--- config.mk ---
export PLATFORM = sky130hd
export DESIGN_NAME = mdws_ram
export DESIGN_NICKNAME = d
export VERILOG_FILES = /design/src/sv/mdws_ram.sv
export SDC_FILE = /design/constraint.sdc
export NUM_CORES = 1
export LEC_CHECK = 0
export ABC_CLOCK_PERIOD_IN_PS = 1500
export BUFFER_PORTS_ARGS = -buffer_cell sky130_fd_sc_hd__buf_2
export CORE_UTILIZATION = 54
export CTS_CLUSTER_DIAMETER = 60
export DETAILED_ROUTE_END_ITERATION = 6
export PLACE_DENSITY = 0.72
export SLEW_MARGIN = 30
export SYNTH_ARGS = -nofsm -noshare
export SYNTH_HDL_FRONTEND = slang
export SYNTH_SLANG_ARGS = --single-unit
--- constraint.sdc ---
create_clock -name clk_i -period 1.5 [get_ports clk_i]
set_input_delay 0.15 -clock clk_i [delete_from_list [all_inputs] [get_ports clk_i]]
set_output_delay 0.15 -clock clk_i [all_outputs]
set_load 0.02 [all_outputs]
--- src/sv/mdws_ram.sv ---
module mdws_ram #(
  parameter int unsigned WIDTH = 8,
  parameter int unsigned DEPTH = 16
) (
  input  logic                     clk_i,
  input  logic                     we_i,
  input  logic [$clog2(DEPTH)-1:0] waddr_i,
  input  logic [WIDTH-1:0]         wdata_i,
  input  logic [$clog2(DEPTH)-1:0] raddr_i,
  output logic [WIDTH-1:0]         rdata_o
);

  logic [WIDTH-1:0] mem_q [DEPTH];
  logic [WIDTH-1:0] rdata_q;

  always_ff @(posedge clk_i) begin
    if (we_i) begin
      mem_q[waddr_i] <= wdata_i;
    end
    rdata_q <= mem_q[raddr_i];
  end

  assign rdata_o = rdata_q;

endmodule

==> metrics <==
Longest Clk Path Bufs 2; Hold Startpoint wdata_i[2]; RSZ-0062 raised after global routing false; clock sinks 136; MaxCap Viol Count 0; Req. time, crit path 1.89 ns; largest family of logic cells by synthesized area multiplexers; Post-Synthesis Cells 229; Clock power frac 0.458; post-CTS sizing 0; GPL Wtd Cong 0.815; antenna violations before repair 0; CTS buffer count 17; worst hold path type input pin to register; via count 2434; std cell rows 35; largest net degree at the start of global routing 33; syn_area_per_cell 22.5 um^2; Setup CP Type register to register; layout cells sized above 1 0.329; crit path DAT 1.78 ns; top routing layer in use met4; Slew HR 0.520; dpl cell area 5560 um^2; Setup Skew 0.00679 ns; maximum vdd drop 0.800 mV; startpoint types register; DRT iter0 DRCs 130; Switch Pwr 1.86 mW; Mapped Nets 247; Post-Synth XOR/XNOR Area 0; clock latency on the worst-skew pair 0.51 ns; most common cell after layout, fill and taps aside edfxtp_1; fin crit share 0.926; num ports 26; setup TNS 0 ns; R2R cell count 3; measured slew at the worst slew-check pin 0.719 ns; Seq/Total Area, Yosys 0.778; outcome finished, final reports clean; Worst Setup SP mem_q[1][3]; root buffer cell clkbuf_8; Detailed Route WL 9390 um; DR WL/cell 22.0 um; vias per cell 5.70; Initial Util 0.557; post-synthesis mux area share 0.150; cell depth of the worst min-delay path 1; CTS hold repair buffers 0; final-report setup violation count 0; Die H 99.6 um; Hold WS 0.0190 ns; DR DRC count 0; # diodes 0; clock-pin slew on the worst setup and hold paths 0.06 ns; P per Cell Area 1410 nW/um^2; post-synthesis simple-gate area fraction 0.0318; dpl hpwl 6080 um; FF-to-FF Start mem_q[1][3]; DR WL met2 4670 um; die area 9930 um^2; Metal-1 WL 4110 um; max-slew violation count 0; combinational share of power 0.049; FMAX 720 MHz; GRT overflow 0; H-tree Lvls 4; vias in the first global route 2504; Pre-Repair DR Iteration Count 4; Leak 2.10 nW; chip width 99.6 um; routed wl met3 462 um; min Tclk post-route 1.39 ns; Synth Area in Compound Gates 0.0233; Yosys reg bits 136; crit-path max FO 1; Hold Vio Cnt, Final 0; Overall Global Routing Usage 0.215; post-route ant nets 0; first-pass GRT wire length 14600 um; most frequent cells in the layout 128 x edfxtp_1, 25 x buf_2, 19 x buf_4; Mapped Area 5150 um^2; Fillers 592; Area Growth Syn to Fin 19.2%; sw frac 0.214; Port Buf Inserts 25; post-synth cell types 19; CORE AREA 9240 um^2; Design Area, Final 6130 um^2; Synthesis Warnings 0; adder-cell share of the synthesized area 0; Reg power frac 0.493; Critical Path End Type register; Int Pwr 6.81 mW; post-CTS setup buffers 0; TritonCTS clock tree yes; Nets 303
==> sequential cells by signal, indices dropped and copies added (netlist names) <==
register  flops
rdata_o       8
mem_q       128
==> routing by layer <==
layer / global-route usage / vias up
met5: 0 / -
met3: 0.0590 / 13
met1: 0.295 / 1243
met2: 0.329 / 85
met4: 0.0928 / 0
li1: - / 1093
==> critical path: stages, from the launching register on <==
cell and delay (ns):
edfxtp_1 0.35, mux4_1 0.51, a22oi_1 0.31, nand2_1 0.10
==> metrics by stage <==
step / instances / setup slack (ns) / utilization / total power [mW]
floorplan: 229 / 0.0839 / - / 4.59
global placement: 395 / -0.127 / 0.601 / 4.77
detailed placement: 395 / -0.124 / 0.601 / 4.78
CTS: 427 / 0.113 / 0.664 / 8.73
global route: 427 / 0.0896 / 0.664 / 8.92
finish: 427 / 0.110 / 0.664 / 8.67
==> path summary, 6_finish.rpt <==
| check | end | slack, ns |
|---|---|---|
| setup / recovery | rdata_o[3] | 0.11 |
| hold / removal | mem_q[15][2] | 0.02 |
| setup reg to reg | rdata_o[3] | 0.11 |
| hold reg to reg | rdata_o[0] | 0.67 |
==> cell usage after synthesis <==
cell type          n  area, um^2
edfxtp_1         128        3840
mux4_2            18         405
a22oi_1           16         120
mux4_1            14         368
nor2_1            13        48.8
nand2_1            9        33.8
dfxtp_1            8         160
nor3_1             4        20.0
buf_2              3        15.0
buf_6              3        33.8
clkdlybuf4s25_2    3        30.0
nand2b_1           2        12.5
nand3b_1           2        15.0
and2_1             1        6.26
and2b_1            1        7.51
buf_4              1        7.51
nand3_1            1        5.00
nor2b_1            1        6.26
or3b_2             1        8.76
==> area by class of cell <==
class / instances / area, um^2 / area share
multi-input combinational: 83 / 1060 / 0.173
clock inverter: 15 / 164 / 0.0267
sequential: 136 / 4000 / 0.653
clock buffer: 17 / 414 / 0.0675
timing repair buffer: 47 / 328 / 0.0534
tap: 129 / 161 / 0.0263
==> power by group through the flow <==
stage	Sequential (mW)	Clock (mW)	Combinational (mW)
2_1_floorplan	4.38	0	0.216
3_3_place_gp	4.35	0	0.417
3_5_place_dp	4.36	0	0.427
4_1_cts	4.28	4.02	0.429
5_1_grt	4.28	4.18	0.457
6_report	4.27	3.97	0.424
==> kinds of logic (layout without fill, tap and decap cells) <==
logic type             count (synthesis)  count (layout)
multiplexers                          32              32
buffers and inverters                 10              79
AO/OA/AOI/OAI                         16              16
AND/OR/NAND/NOR                       35              35
flip-flops                           136             136
Power figures use the tool's default switching activity.
