### config.mk
export PLATFORM = sky130hd
export DESIGN_NAME = mdws_eval
export DESIGN_NICKNAME = d
export VERILOG_FILES = /design/src/sv/mdws_pkg.sv /design/src/sv/mdws_eval.sv
export SDC_FILE = /design/constraint.sdc
export NUM_CORES = 2
export LEC_CHECK = 0
export ABC_AREA = 1
export BUFFER_PORTS_ARGS = -buffer_cell sky130_fd_sc_hd__buf_2
export CAP_MARGIN = 20
export CORE_MARGIN = 2
export CORE_UTILIZATION = 50
export CTS_CLUSTER_SIZE = 25
export DETAILED_ROUTE_END_ITERATION = 10
export PLACE_DENSITY = 0.66
export SYNTH_ARGS = -nofsm -noshare
export SYNTH_HDL_FRONTEND = slang
export SYNTH_SLANG_ARGS = --single-unit
### constraint.sdc
create_clock -name clk_i -period 7.4 [get_ports clk_i]
set_input_delay 1.48 -clock clk_i [delete_from_list [all_inputs] [get_ports clk_i]]
set_output_delay 1.48 -clock clk_i [all_outputs]
set_load 0.1 [all_outputs]
### src/sv/mdws_pkg.sv
package mdws_pkg;

  localparam int unsigned SLOT_W   = 4;
  localparam int unsigned SHARES_W = 19;
  localparam int unsigned USAGE_W  = 48;
  localparam int unsigned WINDOW_W = 24;

  localparam logic [SHARES_W-1:0] DEFAULT_WEIGHT = 19'd1024;
  localparam logic [WINDOW_W-1:0] WINDOW_RESET   = 24'd1000000;

  typedef enum logic [1:0] {
    MODE_ADD    = 2'd0,
    MODE_REMOVE = 2'd1,
    MODE_UPDATE = 2'd2,
    MODE_PICK   = 2'd3
  } mode_e;

  typedef enum logic [1:0] {
    STAT_OK      = 2'd0,
    STAT_FULL    = 2'd1,
    STAT_NO_SLOT = 2'd2,
    STAT_EMPTY   = 2'd3
  } status_e;

  typedef struct packed {
    mode_e               mode;
    logic [SLOT_W-1:0]   slot;
    logic [SHARES_W-1:0] shares;
    logic [USAGE_W-1:0]  usage_time;
  } req_t;

  typedef struct packed {
    status_e           status;
    logic [SLOT_W-1:0] chosen_slot;
  } rsp_t;

  typedef logic [WINDOW_W-1:0] window_t;

endpackage

### src/sv/mdws_eval.sv
module mdws_eval #(
  parameter int unsigned SLOTS = 16
) (
  input  logic                                      clk_i,
  input  logic                                      rst_ni,
  input  logic                                      clr_i,
  input  logic                                      vld_i,
  input  logic [$clog2(SLOTS)-1:0]                  idx_i,
  input  logic [mdws_pkg::SHARES_W-1:0]             weight_i,
  input  logic [mdws_pkg::USAGE_W-1:0]              used_i,
  input  logic [mdws_pkg::SHARES_W+$clog2(SLOTS)-1:0] total_i,
  input  logic [mdws_pkg::WINDOW_W-1:0]             window_i,
  output logic                                      busy_o,
  output logic [$clog2(SLOTS)-1:0]                  lead_slot_o
);
  import mdws_pkg::*;

  localparam int unsigned IW  = $clog2(SLOTS);
  localparam int unsigned TW  = SHARES_W + IW;
  localparam int unsigned HW  = USAGE_W / 2;
  localparam int unsigned MW  = HW + TW;
  localparam int unsigned PW  = SHARES_W + WINDOW_W;
  localparam int unsigned UTW = USAGE_W + TW;
  localparam int unsigned DW  = UTW + 1;

  // stage 1: partial products
  logic          v1_q;
  logic [IW-1:0] idx1_q;
  logic [MW-1:0] mh_q, ml_q;
  logic [PW-1:0] wp1_q;
  // stage 2: used * total
  logic           v2_q;
  logic [IW-1:0]  idx2_q;
  logic [UTW-1:0] ut_q;
  logic [PW-1:0]  wp2_q;
  // stage 3: scaled deficit
  logic                 v3_q;
  logic [IW-1:0]        idx3_q;
  logic signed [DW-1:0] d_q;
  // stage 4: running best
  logic                 found_q;
  logic signed [DW-1:0] best_q;
  logic [IW-1:0]        lead_slot_q;

  always_ff @(posedge clk_i or negedge rst_ni) begin
    if (!rst_ni) begin
      v1_q    <= 1'b0;
      v2_q    <= 1'b0;
      v3_q    <= 1'b0;
      found_q <= 1'b0;
    end else begin
      v1_q <= vld_i;
      v2_q <= v1_q;
      v3_q <= v2_q;
      if (clr_i) begin
        found_q <= 1'b0;
      end else if (v3_q && (!found_q || (d_q > best_q))) begin
        found_q <= 1'b1;
      end
    end
  end

  always_ff @(posedge clk_i) begin
    idx1_q <= idx_i;
    mh_q   <= MW'(used_i[USAGE_W-1:HW]) * MW'(total_i);
    ml_q   <= MW'(used_i[HW-1:0]) * MW'(total_i);
    wp1_q  <= PW'(weight_i) * PW'(window_i);

    idx2_q <= idx1_q;
    ut_q   <= (UTW'(mh_q) << HW) + UTW'(ml_q);
    wp2_q  <= wp1_q;

    idx3_q <= idx2_q;
    d_q    <= $signed(DW'(wp2_q) - DW'(ut_q));

    // strictly greater: the lower slot keeps a tie
    if (v3_q && (!found_q || (d_q > best_q))) begin
      best_q      <= d_q;
      lead_slot_q <= idx3_q;
    end
  end

  assign busy_o      = v1_q || v2_q || v3_q;
  assign lead_slot_o = lead_slot_q;

endmodule

==> flow_metrics.py <==
metrics = {
    "sta": {
        "fmax_mhz": 140,
        "setup_slack_ns": 0.278,
        "hold_viol": 0,
        "tightest_slew_ns": 1.09,
        "period_share_pct": 96.2,
        "setup_violations": 0,
        "timing.slew.headroom_pct": 27.5,
        "maxSlewViolCount": 0,
        "period_minus_slack_ns": 7.12,
        "rsz0062_at_grt": "false",
        "finClkSkew_ns": 0.0176,
    },
    "global_route": {
        "grtUsageTotal_pct": 28.8,
        "overflow": 0,
        "grt_max_degree": 76,
        "grt_first_pass_wirelength_um": 329000,
        "antenna_found_initial": 6,
        "grt_pass1_vias": 61400,
    },
    "synthesis": {
        "synthesis.area_mm2": 0.0708,
        "synth_edf_count": 76,
        "synth.top_cell.area_share_pct": 36.6,
        "synthCells": 9023,
        "synth-seq-cells": 415,
        "synth_flop_cell": "dfxtp_1",
        "yosys_warnings": 0,
        "synth_top_area_cell": "fa_1",
        "synth_most_common_cell": "inv_1",
        "async_flop_share_pct": 0.964,
        "syn_nets": 11100,
        "yosysUniqueCellTypes": 52,
        "synth_area_per_cell_um2": 7.84,
        "ys_top_cells_by_count": "inv_1, nand2_1, fa_1",
        "ys_seq_area_share_pct": 12.8,
        "synth_area_leaders": "fa_1, inv_1, nand2_1",
    },
    "detailed_routing": {
        "routed_wl_um": 203000,
        "drtAntennaViolNets": 0,
        "post_drt_wl_per_cell_um": 17.9,
        "firstDrtPassIters": 7,
        "vias": 57300,
        "drcViolationCount": 0,
        "first_iter_violations": 3988,
        "vias_per_cell": 5.07,
    },
    "layout": {
        "fillers": 13300,
        "multi_input_area_mm2": 0.0508,
        "layout-drive-gt1-share_pct": 8.04,
        "areaGrowthSynthToFinish_pct": 10.6,
        "final_area_mm2": 0.0783,
        "regArea_mm2": 0.00909,
        "fin_nets": 11400,
    },
    "placement": {
        "place_ws_ns": -0.233,
        "gp_congestion": 0.979,
        "place_area_mm2": 0.0768,
        "portBuffers": 126,
        "dp_hpwl_um": 174000,
    },
    "critical_path": {
        "critPathRequiredTime_ns": 7.94,
        "critPathMaxFanout": 14,
        "critPathLaunchType": "input port",
        "r2r_start": "best_q[71]",
        "worstPathArrival_ns": 7.66,
        "path_class": "input port to register",
        "ff2ff_path_depth": 13,
        "endpoint_kind": "register",
        "startpoint": "used_i[32]",
    },
    "floorplan": {
        "dieArea_mm2": 0.145,
        "io_pins": 127,
        "fp-row-count": 138,
        "core_area_mm2": 0.141,
        "dieHeight_um": 380,
        "die_w_um": 380,
        "start_util_pct": 50.2,
    },
    "cts": {
        "root_buffer": "clkbuf_16",
        "path_clk_slew_ns": 0.06,
        "cts_made_buffers": 44,
        "clockBufferDepth": 3,
        "tritoncts": "yes",
        "post_cts_buffers": 0,
        "cts.sinks": 415,
        "clkLatencyLatePin_ns": 0.60,
        "htreeDepth": 2,
    },
    "min_path": {
        "min_from": "wp1_q[4]",
        "worstHoldPathType": "register to register",
        "min_delay_path_depth": 0,
    },
    "outcome": {
        "status": "finished clean",
    },
    "flow_run": {
        "max_cap_violations": 0,
    },
}
kinds of logic after synthesis:
logic type,after synthesis,share of synthesized area [%]
fa+ha+maj,1905,47.4
buf+inv,2896,15.4
simple gates,2962,16.6
flops,415,12.8
compound gates,617,5.01
xor+xnor,228,2.82
placed cells by master, fill, tap and decap left out, drive strengths merged, types with 2 or more instances in the layout:
cell | netlist | layout
nand2 | 2228 | 2228
and2 | 3 | 3
o31ai | 3 | 3
nand3 | 150 | 150
buf | 48 | 598
xnor2 | 65 | 65
nor3b | 2 | 2
a31oi | 37 | 37
nor2 | 436 | 436
diode | 0 | 2
xor2 | 163 | 163
ha | 612 | 612
o21a | 10 | 10
a21o | 37 | 37
dfxtp | 335 | 335
o21ai | 185 | 185
edfxtp | 76 | 76
nand3b | 6 | 6
a211oi | 2 | 2
dfrtp | 4 | 4
nor3 | 63 | 63
inv | 2599 | 2606
a21boi | 18 | 18
nor4 | 15 | 15
and3 | 6 | 6
or2 | 7 | 7
o211ai | 5 | 5
o21bai | 28 | 28
fa | 1293 | 1293
o221ai | 2 | 2
clkbuf | 249 | 57
o22ai | 3 | 3
clkinv | 0 | 9
nand4 | 45 | 45
clkinvlp | 0 | 6
bufinv | 0 | 3
a21oi | 285 | 285
through the flow:
stage,std cells,hold WS [ns],utilization [%],TNS [ns]
after floorplan,9023,0.310,-,0
after global placement,11200,0.311,54.4,-3.29
after detailed placement,11200,0.312,54.4,-4.44
after CTS,11300,0.322,55.5,0
after global routing,11300,0.331,55.5,0
final,11300,0.321,55.5,0
flip-flops by register name, summed over array words and instances, names as in the netlist:
register and count:
v1_q 1, found_q 1, v3_q 1, idx3_q 4, idx2_q 4, lead_slot_o 4
ut_q 71, wp2_q 43, wp1_q 43, best_q 72, ml_q 47, mh_q 47
idx1_q 4, d_q 72, v2_q 1
cell type report:
type / instances / share of cell area [%]
Antenna cell: 2 / 0.00639
Clock inverter: 25 / 0.398
Inverter: 2599 / 12.5
Multi-Input combinational cell: 5712 / 64.9
Clock buffer: 57 / 1.51
Sequential cell: 415 / 11.6
Tap cell: 1890 / 3.02
Timing Repair Buffer: 598 / 6.07
layer usage:
metal  vias up  track usage, %  wire length [um]
li1      26800               -                 -
met1     28200            38.6             87000
met2      1945            49.4             97200
met3       400            2.70             11900
met4         6            8.55              6620
met5         -               0                41
worst max-delay path: stages:
cell     delay (ns)
buf_2          0.41
buf_4          0.21
buf_4          0.13
nand2_1        0.09
fa_1           0.55
inv_1          0.05
fa_1           0.46
fa_1           0.56
ha_1           0.13
inv_1          0.04
fa_1           0.47
inv_1          0.06
fa_1           0.54
inv_1          0.06
fa_1           0.48
inv_1          0.05
ha_1           0.35
nand2_1        0.12
nor2_1         0.27
nand2_1        0.11
nand2_1        0.11
a31oi_1        0.08
buf_4          0.19
xnor2_1        0.42
buf_4          0.20
worst paths after layout:
kind,slack [ns],end
min in group asynchronous,0.69,found_q
setup / recovery,0.28,mh_q[12]
setup reg to reg,3.76,best_q[13]
hold reg to reg,0.32,wp2_q[4]
max in group asynchronous,6.59,v2_q
hold / removal,0.32,wp2_q[4]
timing repair:
action	4_1_cts	5_1_grt
setup endpoints to repair	0	1
hold endpoints to repair	0	0
resized for setup	0	1
hold buffers	0	0
Power is not shown: default switching activity piles up to over one toggle a cycle in this logic, so the estimate is an artifact.
